[src/tcc_pkg.sv]
`timescale 1ns / 1ps
// Shared types, codes and constants of the text console cursor engine.
// Used by every module of the block; depends on nothing.

package tcc_pkg;

	localparam logic [7:0]  ATTR_NORMAL   = 8'h07;
	localparam logic [15:0] BLANK_FILL    = 16'h0720;
	localparam logic [7:0]  CHAR_NEWLINE  = 8'd10;
	localparam logic [7:0]  CHAR_TAB      = 8'd9;
	localparam logic [8:0]  TAB_STEP      = 9'd8;
	localparam logic [8:0]  TAB_MASK      = ~(TAB_STEP - 9'd1);
	localparam logic [7:0]  COLUMNS_RESET = 8'd80;
	localparam logic [7:0]  ROWS_RESET    = 8'd25;

	// Register indexes of the configuration port.
	localparam logic CFG_COLUMNS = 1'b0;
	localparam logic CFG_ROWS    = 1'b1;

	typedef enum logic [1:0] {
		KIND_WRITE  = 2'd0,
		KIND_SCROLL = 2'd1,
		KIND_CURSOR = 2'd2
	} kind_t;

	typedef struct packed {
		logic [7:0] col;
		logic [7:0] row;
	} cursor_t;

	// All results caused by one character; the cursor result is always present.
	typedef struct packed {
		logic        has_write;
		logic        has_scroll;
		logic [15:0] write_index;
		logic [15:0] write_word;
		logic [15:0] cursor_index;
	} res_set_t;

endpackage

[src/tcc_step.sv]
`timescale 1ns / 1ps
// Cursor update logic for one character: clamp, move, wrap, scroll, address.
// Depends on tcc_pkg.

module tcc_step (
	input  logic [7:0]       char_code,
	input  tcc_pkg::cursor_t cur,
	input  logic [7:0]       columns,
	input  logic [7:0]       rows,
	output tcc_pkg::res_set_t res,
	output tcc_pkg::cursor_t  cur_next
);

	logic [7:0]  ncol;
	logic [7:0]  nrow;
	logic [7:0]  col_c;
	logic [7:0]  row_c;
	logic [8:0]  col_m;
	logic [8:0]  row_m;
	logic [8:0]  col_w;
	logic [8:0]  row_w;
	logic [7:0]  col_f;
	logic [7:0]  row_f;
	logic        printable;
	logic [15:0] write_prod;
	logic [15:0] cursor_prod;

	always_comb begin
		ncol = (columns == 8'd0) ? 8'd1 : columns;
		nrow = (rows == 8'd0) ? 8'd1 : rows;
		// pull a stale cursor back inside a shrunken screen
		col_c = (cur.col >= ncol) ? ncol - 8'd1 : cur.col;
		row_c = (cur.row >= nrow) ? nrow - 8'd1 : cur.row;

		printable = 1'b0;
		row_m = {1'b0, row_c};
		case (char_code)
			tcc_pkg::CHAR_NEWLINE: begin
				col_m = 9'd0;
				row_m = {1'b0, row_c} + 9'd1;
			end
			tcc_pkg::CHAR_TAB: begin
				col_m = ({1'b0, col_c} + tcc_pkg::TAB_STEP) & tcc_pkg::TAB_MASK;
			end
			default: begin
				printable = 1'b1;
				col_m = {1'b0, col_c} + 9'd1;
			end
		endcase

		// wrap past the last column
		if (col_m >= {1'b0, ncol}) begin
			col_w = 9'd0;
			row_w = row_m + 9'd1;
		end else begin
			col_w = col_m;
			row_w = row_m;
		end

		res.has_scroll = (row_w >= {1'b0, nrow});
		row_f = res.has_scroll ? nrow - 8'd1 : row_w[7:0];
		col_f = col_w[7:0];

		write_prod  = {8'd0, row_c} * {8'd0, ncol};
		cursor_prod = {8'd0, row_f} * {8'd0, ncol};

		res.has_write    = printable;
		res.write_index  = write_prod + {8'd0, col_c};
		res.write_word   = {tcc_pkg::ATTR_NORMAL, char_code};
		res.cursor_index = cursor_prod + {8'd0, col_f};

		cur_next.col = col_f;
		cur_next.row = row_f;
	end

endmodule

[src/tcc_out_queue.sv]
`timescale 1ns / 1ps
// Result register for one character's set of results, drained one beat a cycle while m_tready is high.
// Depends on tcc_pkg.

module tcc_out_queue (
	input  logic              clk,
	input  logic              arst_n,
	input  logic              load,
	input  tcc_pkg::res_set_t res,
	output logic              load_ok,
	output logic              m_tvalid,
	input  logic              m_tready,
	output logic [31:0]       m_tdata,   // cell_index[15:0], cell_word[31:16]
	output logic [1:0]        m_tuser,   // kind[1:0]
	output logic              m_tlast
);

	logic              write_q;
	logic              scroll_q;
	logic              cursor_q;
	tcc_pkg::res_set_t res_q;
	tcc_pkg::kind_t    kind;
	logic [15:0]       index;
	logic [15:0]       word;
	logic              take;

	assign m_tvalid = write_q | scroll_q | cursor_q;
	assign take     = m_tvalid & m_tready;
	assign load_ok  = !m_tvalid || (take && !write_q && !scroll_q);

	always_comb begin
		if (write_q) begin
			kind  = tcc_pkg::KIND_WRITE;
			index = res_q.write_index;
			word  = res_q.write_word;
		end else if (scroll_q) begin
			kind  = tcc_pkg::KIND_SCROLL;
			index = 16'd0;
			word  = tcc_pkg::BLANK_FILL;
		end else begin
			kind  = tcc_pkg::KIND_CURSOR;
			index = res_q.cursor_index;
			word  = 16'd0;
		end
	end

	assign m_tdata = {word, index};
	assign m_tuser = kind;
	assign m_tlast = !write_q && !scroll_q;

	always_ff @(posedge clk or negedge arst_n) begin
		if (!arst_n) begin
			write_q  <= 1'b0;
			scroll_q <= 1'b0;
			cursor_q <= 1'b0;
		end else if (load) begin
			write_q  <= res.has_write;
			scroll_q <= res.has_scroll;
			cursor_q <= 1'b1;
		end else if (take) begin
			if (write_q) begin
				write_q <= 1'b0;
			end else if (scroll_q) begin
				scroll_q <= 1'b0;
			end else begin
				cursor_q <= 1'b0;
			end
		end
	end

	always_ff @(posedge clk) begin
		if (load) begin
			res_q <= res;
		end
	end

endmodule

[src/text_console_cursor_engine.sv]
`timescale 1ns / 1ps
// Text console cursor engine: character beats in, cell write / scroll / cursor beats out.
// The input register stages each character, then the result register holds its result beats.
// Each character causes one to three result beats; the result register drains one beat
//   per cycle while m_tready is high and loads the next character as its final beat is taken.
// Reset: arst_n clears the cursor to row 0 column 0, columns to 80, rows to 25,
//   and empties the input and result registers. Depends on tcc_pkg, tcc_step, tcc_out_queue.

module text_console_cursor_engine (
	input  logic        clk,
	input  logic        arst_n,
	input  logic        s_tvalid,
	output logic        s_tready,
	input  logic [7:0]  s_tdata,   // char_code[7:0]
	output logic        m_tvalid,
	input  logic        m_tready,
	output logic [31:0] m_tdata,   // cell_index[15:0], cell_word[31:16]
	output logic [1:0]  m_tuser,   // kind[1:0]
	output logic        m_tlast,
	input  logic        cfg_we,
	input  logic        cfg_index,
	input  logic [7:0]  cfg_wdata
);

	logic              valid_s1;
	logic [7:0]        char_s1;
	logic [7:0]        columns_q;
	logic [7:0]        rows_q;
	tcc_pkg::cursor_t  cursor_q;
	tcc_pkg::cursor_t  cursor_next;
	tcc_pkg::res_set_t res;
	logic              load_ok;
	logic              advance;

	// Move the staged character into the result register once the previous
	// set is gone or is handing over its final beat this cycle.
	assign advance  = valid_s1 & load_ok;
	// Take a new beat whenever the input register is empty or emptying.
	assign s_tready = !valid_s1 || advance;

	always_ff @(posedge clk or negedge arst_n) begin
		if (!arst_n) begin
			valid_s1 <= 1'b0;
		end else if (s_tready) begin
			valid_s1 <= s_tvalid;
		end
	end

	always_ff @(posedge clk) begin
		if (s_tvalid && s_tready) begin
			char_s1 <= s_tdata;
		end
	end

	// Configuration registers; the user must write them only while the block is idle (not enforced here).
	always_ff @(posedge clk or negedge arst_n) begin
		if (!arst_n) begin
			columns_q <= tcc_pkg::COLUMNS_RESET;
			rows_q    <= tcc_pkg::ROWS_RESET;
		end else if (cfg_we) begin
			case (cfg_index)
				tcc_pkg::CFG_COLUMNS: columns_q <= cfg_wdata;
				tcc_pkg::CFG_ROWS:    rows_q    <= cfg_wdata;
				default:              rows_q    <= rows_q;
			endcase
		end
	end

	// Cursor commits together with the result set, so the next staged
	// character always sees the position left by the one before it.
	always_ff @(posedge clk or negedge arst_n) begin
		if (!arst_n) begin
			cursor_q <= '0;
		end else if (advance) begin
			cursor_q <= cursor_next;
		end
	end

	tcc_step u_step (
		.char_code (char_s1),
		.cur       (cursor_q),
		.columns   (columns_q),
		.rows      (rows_q),
		.res       (res),
		.cur_next  (cursor_next)
	);

	tcc_out_queue u_out (
		.clk      (clk),
		.arst_n   (arst_n),
		.load     (advance),
		.res      (res),
		.load_ok  (load_ok),
		.m_tvalid (m_tvalid),
		.m_tready (m_tready),
		.m_tdata  (m_tdata),
		.m_tuser  (m_tuser),
		.m_tlast  (m_tlast)
	);

endmodule

[config.mk]
export PLATFORM = sky130hd
export DESIGN_NAME = text_console_cursor_engine
export DESIGN_NICKNAME = d
export VERILOG_FILES = /design/src/tcc_pkg.sv /design/src/tcc_step.sv /design/src/tcc_out_queue.sv /design/src/text_console_cursor_engine.sv
export SDC_FILE = /design/constraint.sdc
export NUM_CORES = 1
export LEC_CHECK = 0
export BUFFER_PORTS_ARGS = -buffer_cell sky130_fd_sc_hd__buf_2
export CORE_ASPECT_RATIO = 0.75
export CORE_UTILIZATION = 60
export CTS_BUF_LIST = sky130_fd_sc_hd__clkbuf_8
export CTS_CLUSTER_DIAMETER = 100
export DETAILED_ROUTE_END_ITERATION = 12
export PLACE_DENSITY = 0.89
export SKIP_LAST_GASP = 1
export SYNTH_ARGS = -nofsm -noshare
export SYNTH_HDL_FRONTEND = slang
export SYNTH_SLANG_ARGS = --single-unit
[constraint.sdc]
create_clock -name clk -period 16.1 [get_ports clk]
set_input_delay 4.025 -clock clk [delete_from_list [all_inputs] [get_ports clk]]
set_output_delay 4.025 -clock clk [all_outputs]
set_load 0.01 [all_outputs]
==> results of run 1 <==
critical path: cells and delay by family (launching register included):
family / cells / cell delay, ns
xor gates and xnor gates: 2 / 0.30
and+or+nand+nor: 9 / 1.50
buffers and inverters: 5 / 0.73
DFF: 1 / 0.75
muxes: 3 / 1.32
AOI/OAI and AO/OA: 19 / 6.12
adders and majority gates: 9 / 3.44
metrics by stage:
stage                     instance area [um2]  worst slack, ns  hold slack, ns  util, %  std cells
after floorplan                          9928            3.966          0.4331        -       1050
after global placement                  10310            2.588          0.4570    64.17       1278
after detailed placement                10310            2.043          0.4699    64.17       1278
after CTS                               10510            1.964          0.4817    65.44       1294
after global routing                    10510           0.9258          0.5127    65.44       1294
final                                   10510            1.680          0.4823    65.44       1294
cell usage after synthesis (3+ instances only):
library cell,number
nand4_1,6
inv_1,154
o21bai_1,5
a21oi_1,19
a21o_1,7
a211oi_1,8
buf_2,5
buf_4,8
clkbuf_1,26
dfrtp_1,31
nor2b_1,17
mux2_2,21
xor2_1,10
or3_1,5
o21a_1,9
mux2i_1,9
a22o_1,18
dfstp_2,5
o31a_1,5
o21ai_0,32
nor4_1,6
nand3_1,14
o31ai_1,12
mux2_4,3
o41ai_1,6
ha_1,110
and3_1,9
o21ai_1,3
fa_1,88
and2_1,57
nor2_1,69
a21boi_0,4
nand2_1,97
xnor2_1,36
edfxtp_1,48
nand2b_1,16
or2_2,3
nor3_1,12
cells by family after synthesis:
family	count (synthesis)	synth area share (%)
AO/OA/AOI/OAI	153	11.16
XOR/XNOR	46	4.064
adder cells (fa/ha/maj)	198	31.65
buffers and inverters	198	7.939
flip-flops	84	23.69
multiplexers	36	4.342
other	1	0.03783
AND/OR/NAND/NOR	330	17.11
flip-flops by register name, summed over array words and instances (netlist names):
register / count
u_out.cursor_q: 1
valid_s1: 1
u_out.res_q: 40
rows_q: 8
cursor_q: 16
columns_q: 8
char_s1: 8
u_out.scroll_q: 1
u_out.write_q: 1
routing by layer:
layer / vias to the layer above / wire, um / part of all wire (%) / GRT usage (%)
met3: 56 / 2220 / 9.0 / 6.411
met5: - / 0 / 0 / 0
met2: 372 / 10950 / 45 / 46.24
li1: 3562 / - / - / -
met1: 3763 / 10810 / 44 / 44.68
met4: 0 / 561 / 2.3 / 9.832
path summary, 6_finish.rpt:
| kind | startpoint | endpoint | slack (ns) | cells after the start |
|---|---|---|---|---|
| worst max-delay path | columns_q[5] | u_out.res_q[15] | 1.68 | 47 |
| worst min-delay path | char_s1[3] | u_out.res_q[19] | 0.48 | 0 |
| worst max register to register | columns_q[5] | u_out.res_q[15] | 1.68 | 47 |
| worst min register to register | char_s1[3] | u_out.res_q[19] | 0.48 | 0 |
| max in group asynchronous | arst_n | valid_s1 | 11.80 | 1 |
| min in group asynchronous | arst_n | cursor_q[3] | 3.73 | 1 |
layout make-up:
class	instances	share of cell area, %
well taps	210	2.499
flip-flops and latches	84	22.34
multi-input cells	768	64.66
clock buffers	9	1.178
inverters	157	5.606
clock inverters	7	0.7617
repair buffers	59	2.952
cell usage in the layout (no fill, tap or decap), types with 7 or more instances in the layout:
master / n
o21ai_0: 32
mux2i_1: 9
nand2_1: 97
buf_2: 53
nand3_1: 14
mux2_2: 21
clkbuf_8: 9
a211oi_1: 8
nor2_1: 69
inv_1: 154
o21a_1: 9
ha_1: 110
fa_1: 88
xor2_1: 10
o31ai_1: 11
a21oi_1: 19
and2_1: 57
nor2b_1: 17
a22o_1: 18
nor3_1: 12
edfxtp_1: 48
dfrtp_1: 31
xnor2_1: 36
and3_1: 9
nand2b_1: 16
a21o_1: 7
==> summary.txt, run 1 <==
Status
  • Outcome: completed

Clock network
  • Hold buffer count at CTS: 0
  • CTS buffer count: 9
  • Clk pin slew, worst setup/hold paths: 0.09 ns
  • Clock Root Buffer: clkbuf_8
  • Clock buffer depth: 2
  • TritonCTS clock tree: yes
  • Clk sinks: 84
  • Clock Latency Late Sink: 0.41 ns
  • Post-CTS Setup Repair Bufs: 0
  • Post_cts resized: 0
  • H-tree Lvls: 3

Worst setup path
  • Worst Path Required: 16.25 ns
  • Startpoint type of the worst setup path: flip-flop
  • Crit path DAT: 14.57 ns
  • Critical path's largest stage delay: 0.97 ns
  • Crit-path max FO: 21
  • Crit end category: flip-flop
  • Critical path's slowest cell: a211oi_2
  • Setup CP Type: reg -> reg

Die
  • Die height: 113.3 um
  • Initial Util: 61.71%
  • Die area: 17050 um2
  • Core area: 16070 um2
  • FP Rows: 40
  • Die X: 150.4 um
  • # IOs: 59

Yosys
  • Top_reg_cell synth: edfxtp_1
  • Synthesis Warnings: 0
  • Cells after Synth: 1046
  • Syn Std Cell Area: 9913 um2
  • Syn avg cell area: 9.477 um2
  • Library cells used by synthesis: 81
  • Synth top area cells: fa_1, edfxtp_1, ha_1, dfrtp_1, inv_1
  • Post-synth top area cell: fa_1
  • Top cell type's share of synthesized area: 17.77%
  • Seq/Total Area, Yosys: 23.69%
  • Number of synthesized flops with an enable pin: 48
  • Async set-reset flop share out of synthesis: 42.86%
  • #FFs+latches synth: 84

STA
  • Min Tclk post-route: 14.42 ns
  • Slew @ Worst Pin: 1.171 ns
  • Setup TNS: 0 ns
  • Fmax: 0.06935 GHz
  • Final Hold Viols: 0
  • Final Max Slew Viols: 0
  • Final setup violation count: 0
  • RSZ-0062 raised after global routing: false
  • Crit share post-route: 89.56%
  • Slew Limit Headroom: 21.78%
  • Worst Skew: 0.02149 ns

Layout
  • P&R area growth vs syn: 6.046%
  • Flip-flop and latch area: 2349 um2
  • Share of cells above drive strength 1: 11.62%
  • Multi-input logic area: 6798 um2
  • Final nets: 1299
  • Ant diodes: 0
  • Fillers: 1256

Detailed routing
  • 1st-pass router iterations: 6
  • Initial drt markers: 760
  • WL/cell: 18.97 um
  • Via/cell ratio: 5.991
  • Antenna-violating nets left: 0
  • Via count: 7753
  • DRC viols: 0
  • Final wirelength: 24.54 mm

GRT
  • Largest net degree at the start of global routing: 48
  • Antenna violations before repair: 1
  • Global Route Usage Sum: 30.87%
  • Vias in the first global route: 7668
  • First-pass GRT wire length: 39.99 mm
  • Total gr overflow: 0

Placed design
  • Gpl congestion: 0.9672
  • HPWL after DPL: 19.27 mm
  • Port bufs: 53

Min path
  • Worst hold-check path type: reg -> reg

Flow run
  • Max-Cap Viols: 0
Power of run 1 is left out: the tool's default activity adds up to more than one toggle a clock period on the data nets, which glitch-free logic cannot reach.
==> run 2: changes to the inputs <==
--- a/config.mk
+++ b/config.mk
@@ -5,6 +5,7 @@
 export SDC_FILE = /design/constraint.sdc
 export NUM_CORES = 1
 export LEC_CHECK = 0
+export ABC_AREA = 1
 export BUFFER_PORTS_ARGS = -buffer_cell sky130_fd_sc_hd__buf_2
 export CORE_ASPECT_RATIO = 0.75
 export CORE_UTILIZATION = 60
==> run 2 against run 1 <==
Compared with the run above: area after synthesis is 1.7% lower; critical path type unchanged; first-iteration DRC count is 6.2% lower; sequential share of layout area is 0.40 points higher; largest cell class unchanged; critical endpoint unchanged.
==> summary.txt, run 2 <==
Layout
  • Ant diodes: 0
  • Fin util: 66.35%
  • Most common cell after layout, fill and taps aside: nand2_1
  • Top reg by flops: u_out.res_q
  • P&R area growth vs syn: 6.024%
  • Largest regs: u_out.res_q x40, cursor_q x16
  • Most frequent cells in the layout: nand2_1, inv_1, ha_1, nor2_1, fa_1
  • Final nets: 1438
  • Fin cells: 1428
  • Share of cells above drive strength 1: 12.76%
  • Max reg flops: 40

Detailed routing
  • 1st-pass router iterations: 5
  • Initial drt markers: 713
  • Via count: 7982
  • Final wirelength: 24.70 mm
  • DRC viols: 0
  • Via/cell ratio: 5.590
  • WL/cell: 17.30 um
  • Antenna-violating nets left: 0

Yosys
  • Number of synthesized flops with an enable pin: 48
  • Most common cell in the netlist: nand2_1
  • Top post-synthesis cells by count: nand2_1, inv_1, ha_1
  • Syn avg cell area: 8.255 um2
  • Synthesis Warnings: 0
  • Top cell type's share of synthesized area: 18.09%
  • Post-synth top area cell: fa_1
  • Synth top area cells: fa_1, edfxtp_1, ha_1, nand2_1, inv_1
  • Syn Std Cell Area: 9741 um2
  • Seq/Total Area, Yosys: 24.11%
  • #FFs+latches synth: 84
  • Top_reg_cell synth: edfxtp_1
  • Async set-reset flop share out of synthesis: 42.86%
  • Cells after Synth: 1180
  • Library cells used by synthesis: 48

Clock network
  • Hold buffer count at CTS: 0
  • Clock Latency Late Sink: 0.40 ns
  • Clock buffer depth: 2
  • Clk pin slew, worst setup/hold paths: 0.10 ns
  • H-tree Lvls: 3
  • Clock Root Buffer: clkbuf_8
  • Post-CTS Setup Repair Bufs: 0
  • TritonCTS clock tree: yes
  • CTS buffer count: 9
  • Clk sinks: 84
  • Post_cts resized: 0

STA
  • Slew Limit Headroom: 32.49%
  • Worst Skew: 0.009985 ns
  • Crit share post-route: 73.18%
  • Fmax: 0.08487 GHz
  • Final Max Slew Viols: 0
  • Setup TNS: 0 ns
  • Min Tclk post-route: 11.78 ns
  • RSZ-0062 raised after global routing: false
  • Final Hold Viols: 0
  • Final setup violation count: 0
  • Slew @ Worst Pin: 1.013 ns

Placed design
  • Gpl congestion: 1.005
  • HPWL after DPL: 19.69 mm
  • Port bufs: 53
  • Placed cell count: 1412

Worst setup path
  • Critical path's slowest cell: dfrtp_1
  • End of the critical path: u_out.res_q[15]
  • Crit end category: flip-flop
  • Startpoint type of the worst setup path: flip-flop
  • Most frequent CP cell: nand2_1
  • Worst R2R End: u_out.res_q[15]
  • Crit-path max FO: 13
  • Reg-to-Reg Start: columns_q[5]
  • Crit path DAT: 11.93 ns
  • Reg2reg setup slack: 4.32 ns
  • Worst Path Required: 16.25 ns
  • CP startpoint: columns_q[5]
  • Setup CP Type: reg -> reg
  • Critical path's largest stage delay: 0.55 ns
  • R2R cell count: 63

GRT
  • First-pass GRT wire length: 40.34 mm
  • Antenna violations before repair: 0
  • Vias in the first global route: 8014
  • Global Route Usage Sum: 31.71%
  • Largest net degree at the start of global routing: 55
  • Total gr overflow: 0

Die
  • Die height: 112.3 um
  • FP Rows: 39
  • Core area: 15570 um2
  • Initial Util: 62.58%
  • Die X: 149.1 um
  • # IOs: 59
  • Die area: 16750 um2

Status
  • Outcome: completed

Flow run
  • Max-Cap Viols: 0

Min path
  • Min-delay src: char_s1[7]
  • Worst hold-check path type: reg -> reg
run 2: cell types whose count changed after synthesis, sizes merged, moves of 17 or more:
cell and delta:
xnor2 -30, and2 -56, nor2 +50, nand2 +170, nor2b -17, nand3 +47, inv +84, mux2 -24
run 2: worst min path at each step:
| stage | endpoint | slack [ns] | cells after the start |
|---|---|---|---|
| floorplan | u_out.res_q[18] | 0.43 | 0 |
| global placement | u_out.res_q[20] | 0.43 | 0 |
| detailed placement | u_out.res_q[23] | 0.43 | 0 |
| CTS | u_out.res_q[23] | 0.46 | 0 |
| global route | u_out.res_q[22] | 0.48 | 0 |
| finish | u_out.res_q[23] | 0.46 | 0 |
run 2: cells by family after synthesis:
group                      share of synthesized area [%]
AOI/OAI and AO/OA                                  7.155
xor gates and xnor gates                           2.787
adders and majority gates                          32.22
buffers and inverters                              11.20
DFF                                                24.11
other                                            0.03850
and+or+nand+nor                                    22.49
run 2: per-stage QoR:
step | setup slack [ns] | area (um2) | hold slack (ns)
6_report | 4.317 | 10330 | 0.4555
5_1_grt | 3.416 | 10330 | 0.4771
4_1_cts | 4.547 | 10330 | 0.4567
3_5_place_dp | 4.573 | 10120 | 0.4332
3_3_place_gp | 4.777 | 10120 | 0.4298
2_1_floorplan | 6.187 | 9756 | 0.4264
run 2: worst max-delay path: cells and delay by family (launching register included):
family	cells	cell delay (ns)
fa+ha+maj	9	3.51
simple gates	32	3.45
compound gates	15	2.90
buf+inv	6	0.92
flops	1	0.55
xor+xnor	1	0.14
run 2: final cells by class:
type	count	area [um2]
multi-input combinational	826	6324
fill	1236	5239
sequential	84	2349
inverter	241	905.9
timing repair buffer	56	287.8
tap	205	256.5
clock buffer	9	123.9
clock inverter	7	81.33
run 2: layer usage:
| metal | vias up | share of wire (%) | global-route usage (%) |
|---|---|---|---|
| li1 | 3750 | - | - |
| met1 | 3795 | 43 | 42.81 |
| met2 | 373 | 45 | 50.67 |
| met3 | 64 | 9.2 | 7.236 |
| met4 | 0 | 2.3 | 10.14 |
| met5 | - | 0 | 0 |
Power of run 2 is left out for the same reason.
